## src/twva_ram.sv

```systemverilog
module twva_ram #(
    parameter int WIDTH = 64,
    parameter int DEPTH = 64
) (
    input  logic                     aclk,
    input  logic                     we,
    input  logic [$clog2(DEPTH)-1:0] waddr,
    input  logic [WIDTH-1:0]         wdata,
    input  logic                     re,
    input  logic [$clog2(DEPTH)-1:0] raddr,
    output logic [WIDTH-1:0]         rdata
);

    logic [WIDTH-1:0] mem [DEPTH];
    logic [WIDTH-1:0] rdata_reg;

    // Write port and registered read port
    always_ff @(posedge aclk) begin
        if (we) begin
            mem[waddr] <= wdata;
        end
        if (re) begin
            rdata_reg <= mem[raddr];
        end
    end

    assign rdata = rdata_reg;

endmodule

```

## config.mk

```make
export PLATFORM = sky130hd
export DESIGN_NAME = twva_ram
export DESIGN_NICKNAME = d
export VERILOG_FILES = /design/src/twva_ram.sv
export SDC_FILE = /design/constraint.sdc
export NUM_CORES = 2
export LEC_CHECK = 0
export ABC_AREA = 1
export BUFFER_PORTS_ARGS = -buffer_cell sky130_fd_sc_hd__buf_2
export CAP_MARGIN = 5
export CORE_MARGIN = 4
export CORE_UTILIZATION = 28
export DETAILED_ROUTE_END_ITERATION = 8
export PLACE_DENSITY = 0.51
export SLEW_MARGIN = 10
export SYNTH_ARGS = -nofsm -noshare
export SYNTH_HDL_FRONTEND = slang
export SYNTH_SLANG_ARGS = --single-unit
```

## constraint.sdc

```tcl
create_clock -name aclk -period 11.8 [get_ports aclk]
set_clock_uncertainty 0.1 [all_clocks]
set_input_delay 1.18 -clock aclk [delete_from_list [all_inputs] [get_ports aclk]]
set_output_delay 1.18 -clock aclk [all_outputs]
set_load 0.03 [all_outputs]
```

==> results.ini <==
[pwr]
power.density_nw_per_um2 = 165
p_leak_nw = 63.7
power_mw = 30.8
peakVddDrop_mv = 0.131

[placement]
gp_congestion = 0.756
port_buffers = 142
place.detailed.hpwl_um = 265000

[hold_path]
hold_end = mem[25][24]
min_from = wdata[24]
hold_class = primary input to register
hold-path-cell-count = 1

[cts]
cts_sinks = 4160
post_cts.repair.setup_buffers = 0
clk_pin_slew_worst_paths_ps = 60
clock_path_buffers = 4
postCtsHoldBufs = 0
cts_made_buffers = 402
clockRootBuffer = clkbuf_16
htree_levels = 5
clk_latency_ps = 970
ctsResizeCount = 0
cts_tree = built

[synthesis]
synth_warnings = 0
synth_flop_cell = edfxtp_1
syn_nets = 13484
ys_types = 15
syn_inst = 13405
synth_edf_count = 4160
ys_seq_area_frac = 0.753
synth_top_area_frac = 0.753
async_reset_ff_frac = 0
synthTopCellsByArea = edfxtp_1, nand3_1, nand2_1
syn_area_sq_um = 166000
avgSynthCellArea_sq_um = 12.4
yosysMostFrequentCell = nand2_1
synth_seq_cells = 4160
synth_top_area_cell = edfxtp_1
netlist_top_cells_count = nand2_1, edfxtp_1, nand3_1

[timing]
hold-worst-slack_ps = 595
tightest_slew_ps = 1330
relSlewSlack = 0.114
final.period_utilization = 0.448
final_hold_viol_count = 0
tns_ps = 0
rsz0062_at_grt = false
setup_viol_count_final = 0
fmax_mhz = 189
drv_slew = 0
period_needed_ps = 5280

[cells_and_area]
multi_input_area_sq_um = 36600
syn_to_final_growth_pct = 12.7
nets = 13382
layout-drive-gt1-share = 0.0734
regArea_sq_um = 125000
nFillCells = 58550
largest_reg_flops = 4096

[floorplan]
rows = 282
start_util = 0.281
dieArea_sq_um = 605000
core_sq_um = 590000
die_h_um = 778
die_w_um = 778
pin_count = 143

[worst_setup_path]
worst_r2r_startpoint = mem[6][27]
endpoint_kind = register
critical_path.startpoint_type = primary input
r2r.worst_path.cells = 8
rr_endpoint = rdata[27]
critPathTopFamily = buffers and inverters
slowest_delay_ps = 830
rrSetupSlack_ps = 9580
critPathRequiredTime_ps = 12500
crit_fanout = 182
cp_num_buf_inv = 5
crit_slowest_cell = buf_4
path_class = primary input to register
cp_cell_sequence = buf_12 -> buf_4 -> buf_12 -> buf_12 -> buf_4 -> nand2_1 -> nand3_1 -> nand3_1 -> nand3_1 -> nand3_1 -> nand2_1 -> nand2_1 -> nand2_1
critPathArrivalTime_ps = 5980

[route]
drtIter0Drc = 11766
via_count = 107364
post-route-drc-count = 0
vias_per_cell = 5.01
wl_per_cell_um = 25.9
ant_nets = 0
totalWireLength_um = 556000
dr.pass1.iters = 6

[run_status]
outcome = finished clean

[global_route]
grt_max_degree = 214
track_usage = 0.177
grt_pass1_vias = 100047
grt_pass1_wl_um = 781000
antenna_found_initial = 61
gr-total-overflow = 0

[run]
maxCapViolations = 0

-- where the power goes --
group | internal [mW] | switching, mW
combinational | 0.409 | 1.40
sequential | 16.4 | 0.0486
clock | 7.02 | 5.55
total | 23.8 | 7.00
-- cell usage in the layout (no fill, tap or decap), types with 2 or more instances in the layout --
cell type and instances:
buf_12 42, buf_2 135, buf_4 209, buf_8 4
bufinv_16 31, clkbuf_1 81, clkbuf_16 410, clkinv_1 91
clkinv_2 74, clkinv_4 2, clkinv_8 2, clkinvlp_4 9
diode_2 22, edfxtp_1 4160, inv_1 6, inv_16 4
inv_6 7, inv_8 3, nand2_1 4416, nand3_1 3847
nand4_1 9, nor2_4 56, nor4_2 8
-- how the worst max path moves through the flow --
stage	slack [ps]	cells after the start	start	endpoint
after floorplan	3240	3	we	mem[48][0]
after global placement	5620	13	raddr[0]	rdata[63]
after detailed placement	5630	13	raddr[0]	rdata[3]
after CTS	6630	13	raddr[0]	rdata[3]
after global routing	6310	13	raddr[0]	rdata[63]
final	6520	13	raddr[0]	rdata[63]
-- per-stage QoR --
step            util  setup slack (ps)  instance area [sq um]  instances
4_1_cts        0.317              6630                 187000      21417
2_1_floorplan      -              3240                 166000      13405
3_3_place_gp   0.296              5620                 175000      20706
6_report       0.317              6520                 187000      21441
3_5_place_dp   0.296              5630                 175000      20707
5_1_grt        0.317              6310                 187000      21429
-- worst reg2reg max path, delay by kind of cell, from the launching register on --
kind	cells	cell delay, ps
flops	1	360
simple gates	8	1320
-- per-layer routing --
metal	up-vias	share of wire	global-route usage
li1	47652	-	-
met1	54665	0.43	0.249
met2	4252	0.47	0.286
met3	789	0.072	0.0229
met4	6	0.032	0.0518
met5	-	0.000072	0
-- area by class of cell --
type	count	area share
Inverter	12	0.000548
Clock inverter	219	0.0101
Multi-Input combinational cell	8336	0.196
Timing Repair Buffer	391	0.0169
Antenna cell	22	0.000294
Sequential cell	4160	0.668
Clock buffer	491	0.0565
Tap cell	7810	0.0522
-- cells by family (layout without fill, tap and decap cells) --
group / count (synthesis) / after routing / synth area share
simple gates: 8336 / 8336 / 0.218
other cells: 0 / 22 / 0
buf+inv: 909 / 1113 / 0.0294
flops: 4160 / 4160 / 0.753
Power figures use the tool's default switching activity.
