<file path="src/twva_div.sv">
module twva_div #(
    parameter int NUM_BITS = 22,
    parameter int DEN_BITS = 7
) (
    input  logic                       aclk,
    input  logic                       aresetn,
    input  logic                       start,
    input  logic signed [NUM_BITS-1:0] dividend,
    input  logic [DEN_BITS-1:0]        divisor,
    output logic signed [NUM_BITS-1:0] quotient,
    output logic                       done
);

    localparam int CNT_BITS = $clog2(NUM_BITS + 1);

    logic [NUM_BITS-1:0] mag_reg;
    logic [NUM_BITS-1:0] mag_next;
    logic [DEN_BITS-1:0] rem_reg;
    logic [DEN_BITS-1:0] rem_next;
    logic [CNT_BITS-1:0] cnt_reg;
    logic                neg_reg;
    logic                busy_reg;
    logic                done_reg;
    logic [DEN_BITS:0]   trial;
    logic [DEN_BITS:0]   diff;
    logic [NUM_BITS-1:0] abs_in;

    // Magnitude of the dividend; the most negative value maps to its own bits
    assign abs_in = dividend[NUM_BITS-1] ? NUM_BITS'(-dividend) : NUM_BITS'(dividend);

    // One restoring step: shift in the next bit, subtract if it fits
    always_comb begin
        trial = {rem_reg, mag_reg[NUM_BITS-1]};
        diff  = trial - {1'b0, divisor};
        if (trial >= {1'b0, divisor}) begin
            rem_next = diff[DEN_BITS-1:0];
            mag_next = {mag_reg[NUM_BITS-2:0], 1'b1};
        end else begin
            rem_next = trial[DEN_BITS-1:0];
            mag_next = {mag_reg[NUM_BITS-2:0], 1'b0};
        end
    end

    always_ff @(posedge aclk) begin
        if (!aresetn) begin
            busy_reg <= 1'b0;
            done_reg <= 1'b0;
            cnt_reg  <= '0;
        end else begin
            done_reg <= 1'b0;
            if (start) begin
                busy_reg <= 1'b1;
                cnt_reg  <= CNT_BITS'(NUM_BITS);
            end else if (busy_reg) begin
                cnt_reg <= cnt_reg - 1'b1;
                if (cnt_reg == CNT_BITS'(1)) begin
                    busy_reg <= 1'b0;
                    done_reg <= 1'b1;
                end
            end
        end
    end

    // Operand registers
    always_ff @(posedge aclk) begin
        if (start) begin
            mag_reg <= abs_in;
            rem_reg <= '0;
            neg_reg <= dividend[NUM_BITS-1];
        end else if (busy_reg) begin
            mag_reg <= mag_next;
            rem_reg <= rem_next;
        end
    end

    // Restore the sign: truncation toward zero
    assign quotient = neg_reg ? -$signed(mag_reg) : $signed(mag_reg);
    assign done     = done_reg;

endmodule
</file>
<file path="config.mk">
export PLATFORM = sky130hd
export DESIGN_NAME = twva_div
export DESIGN_NICKNAME = d
export VERILOG_FILES = /design/src/twva_div.sv
export SDC_FILE = /design/constraint.sdc
export NUM_CORES = 1
export LEC_CHECK = 0
export BUFFER_PORTS_ARGS = -buffer_cell sky130_fd_sc_hd__clkbuf_2
export CORE_UTILIZATION = 51
export CTS_CLUSTER_DIAMETER = 80
export DETAILED_ROUTE_END_ITERATION = 12
export GPL_TIMING_DRIVEN = 0
export MAX_ROUTING_LAYER = met4
export PLACE_DENSITY = 0.77
export SLEW_MARGIN = 20
export SYNTH_ARGS = -nofsm -noshare
export SYNTH_HDL_FRONTEND = slang
export SYNTH_SLANG_ARGS = --single-unit
</file>
<file path="constraint.sdc">
create_clock -name aclk -period 2.1 [get_ports aclk]
set_input_delay 0.105 -clock aclk [delete_from_list [all_inputs] [get_ports aclk]]
set_output_delay 0.105 -clock aclk [all_outputs]
set_load 0.03 [all_outputs]
</file>
==> results.txt <==
The die boundary width is 78.8 um. The number of different library cells in the post-synthesis netlist is 55. The terminus of the critical flop-to-flop path is rem_reg[2]$_SDFFE_PP0P_.

The hold violation total from the final report is 0. The number of instances in the synthesized netlist came out at 353. The worst setup margin came out at -0.382 ns. TritonCTS built the clock tree. The number of antenna violations at the first check in global routing is 0. The vertical die dimension came out at 78.8 um.

The worst register-to-register path has a depth of 8. The flow ran to the end, but the final reports show violations. Ranked by total cell area, the synthesized netlist is headed by edfxtp_1 23%, dfxtp_1 9.3%, xnor2_1 7.6%. At the end of routability-driven placement, the weighted congestion stood at 0.878.

The slowest stage cell on the critical path is or4_4. After the first detailed-routing iteration, the DRC count stood at 274. The combined buffer and inverter count along the critical path came out at 3. After detailed routing, the average wire length per cell comes to 16.1 um.

The number of sinks driven by the clock tree came out at 37. The first-pass iteration count of the detailed router is 4. In the global route stage, overall resource usage came out at 0.272.

The worst setup path is launched from a register. The total CTS buffers came out at 5. The data required time of the critical path is 2.00 ns. The post-route cell area came out at 3930 um2.

The portion of the post-synthesis area used by sequential elements came out at 0.323. The maximum VDD drop came out at 445 uV. The worst flop-to-flop path startpoint is mag_reg[21]$_DFFE_PP_.

The top cell type by total area after synthesis is edfxtp_1. The number of flip-flops under the largest register name came out at 22. In the final layout, the multi-input gates occupy 2110 um2. Clock tree synthesis selected as its root buffer the cell clkbuf_8. The signal on the critical path passes through or4_4, or3_4, buf_8, buf_6, o31ai_4, xnor2_2, clkbuf_8.

The number of filler instances in the final layout is 432. The final reports fail on negative setup slack. The flip-flop and latch count after synthesis is 37. The longest clock path from root to sink contains 2 buffers. The path class of the tightest hold or removal check is primary input to register. The core box area came out at 5610 um2. The via count of the first global-routing pass came to 2697. The kind of cell adding the most delay to the critical path is simple AND/OR/NAND/NOR gates. Setup repair after global routing could not meet its margin everywhere. The reg-to-reg setup timing slack came out at 0.01 ns.

The count of hold-fix buffers inserted at cts came out at 0. The worst max-slew margin expressed relative to the limit is 0.503. Dividing the synthesized area by the synthesized cell count gives 8.52 um2. The estimated wirelength of the detail-placed design came out at 5.73 mm.

The net count of the finished layout came out at 477. The minimum clock period after layout is 2.48 ns. The largest fanout of any net on the critical path is 6. The number of nets handed over by synthesis was 397.

The maximum number of pins on one net before global-route repair is 23. Clock latency on the worst-skew pair, taken at its later pin, is 0.30 ns. The number of cells traversed by the worst hold path is 1. The share of the clock period used by the worst path came out at 1.18. The clock-pin slew on the worst setup and hold paths is 0.07 ns. For this run, the leading register cell type out of synthesis is edfxtp_1. The data arrival time of the critical path is 2.38 ns.

The area growth from synthesis to layout is 30.7%. The total of max-cap violations came out at 0. The area of the die is 6210 um2. The antenna diode count came out at 0.

In this run the static leakage power is 1.60 nW. The actual slew at the worst max-slew pin is 0.745 ns. The count of port buffers added during placement is 54. The async set-reset flop share out of synthesis is 0. The initialized floorplan defines 27 standard-cell rows. The detailed-route wire length came out at 8.14 mm. The count of yosys warnings during synthesis is 0. The area used by sequential logic in the layout came out at 971 um2. After layout, the design draws a total of 2.34 mW. nor2_1 is the most common cell in the netlist.

The area share of the largest cell type after synthesis came out at 0.230. The total setup violations reported at the end of the flow is 8. The area of the mapped netlist is 3010 um2. In this run the remaining antenna-violating nets after routing total 0. The startpoint of the lowest-slack hold path is start.

The type of element capturing the critical path is an output pin. The number of pins with negative max-slew slack in the final report was 0. The clock tree skew after final layout came out at 0.0108 ns.

For this configuration, the core starts out at a cell density of 0.536. The global-route wire length before repair came out at 12.7 mm. The worst setup path is of the register to output pin kind. The remaining global-route overflow came out at 0. The largest single stage delay on the critical path is 0.53 ns. Counting flops with a built-in enable in the synthesized netlist gives 23. By count the netlist is led by 31 x nor2_1, 27 x nand2_1, 26 x xnor2_1. The I/O pin count is 55. The worst min-delay path endpoint is neg_reg$_DFFE_PP_. The depth of the CTS H-tree is 2. After detailed routing, the number of remaining DRC violations is 0. The number of vias per cell after detailed routing is 5.90. The maximum clock frequency is 403 MHz.

The fraction of layout instances using a drive strength above 1 is 0.304. Summing all placed instances gives a cell area of 3440 um2. The final route contains 2983 vias. In this run the power density over the cells is 597 nW/um2.
what timing repair did:
| item | 4_1_cts | 5_1_grt |
|---|---|---|
| endpoints found under the setup margin | 45 | 42 |
| resized for setup | 37 | 27 |
| pin swaps | 11 | 7 |
| cloned | 0 | 1 |
| setup buffers | 13 | 7 |
power by group:
group	internal (mW)	switching, mW	leakage [nW]
sequential	0.858	0.0865	0.344
combinational	0.387	0.532	1.22
clock	0.236	0.245	0.0395
cell families (layout without fill, tap and decap cells):
family,count (synthesis),count (layout),share of synthesized area
AOI/OAI and AO/OA,86,86,0.201
xor gates and xnor gates,39,39,0.114
adders and majority gates,12,12,0.0524
buffers and inverters,44,125,0.0612
DFF,37,37,0.323
muxes,4,4,0.0137
and+or+nand+nor,131,131,0.235
cell usage in the layout (no fill, tap or decap), drive strengths merged, types with 10 or more instances in the layout:
cell type	synthesis	final
ha	11	11
inv	20	20
xnor2	26	26
o21ai	14	14
nor2	31	31
dfxtp	14	14
clkbuf	19	73
nor3	10	10
buf	5	32
xor2	13	13
a21oi	17	17
o31ai	14	14
edfxtp	23	23
or4	12	12
nand2	27	27
stage by stage:
| step | hold slack (ns) | utilization | setup slack, ns | instances | TNS (ns) |
|---|---|---|---|---|---|
| 2_1_floorplan | 0.204 | - | -0.0178 | 353 | -0.0247 |
| 3_3_place_gp | 0.340 | 0.614 | -0.398 | 479 | -11.36 |
| 3_5_place_dp | 0.339 | 0.614 | -0.428 | 479 | -12.87 |
| 4_1_cts | 0.0362 | 0.676 | -0.423 | 498 | -2.20 |
| 5_1_grt | 0.0218 | 0.701 | -0.438 | 506 | -2.88 |
| 6_report | 0.0380 | 0.701 | -0.382 | 506 | -1.95 |
worst max path at each step:
stage | startpoint | to | slack (ns) | depth (start not counted)
after detailed placement | start | mag_reg[21]$_DFFE_PP_ | -0.43 | 6
after global placement | start | mag_reg[10]$_DFFE_PP_ | -0.40 | 6
after global routing | mag_reg[12]$_DFFE_PP_ | quotient[17] | -0.44 | 7
after CTS | mag_reg[13]$_DFFE_PP_ | quotient[21] | -0.42 | 6
final | mag_reg[12]$_DFFE_PP_ | quotient[17] | -0.38 | 7
after floorplan | mag_reg[12]$_DFFE_PP_ | quotient[21] | -0.02 | 5
metal layers:
metal | global-route usage | vias up | share of wire
met5 | - | - | 0
met4 | 0.0833 | 0 | 0.016
met3 | 0.0494 | 15 | 0.046
met2 | 0.461 | 89 | 0.50
met1 | 0.329 | 1412 | 0.44
li1 | - | 1467 | -
cell type report:
cell class,instances,share of cell area
plain buffers,22,0.0309
clock buffers,8,0.0204
inverters,20,0.0191
multi-input cells,272,0.537
flip-flops and latches,37,0.247
well taps,72,0.0229
repair buffers,75,0.123
Power figures use the tool's default switching activity.
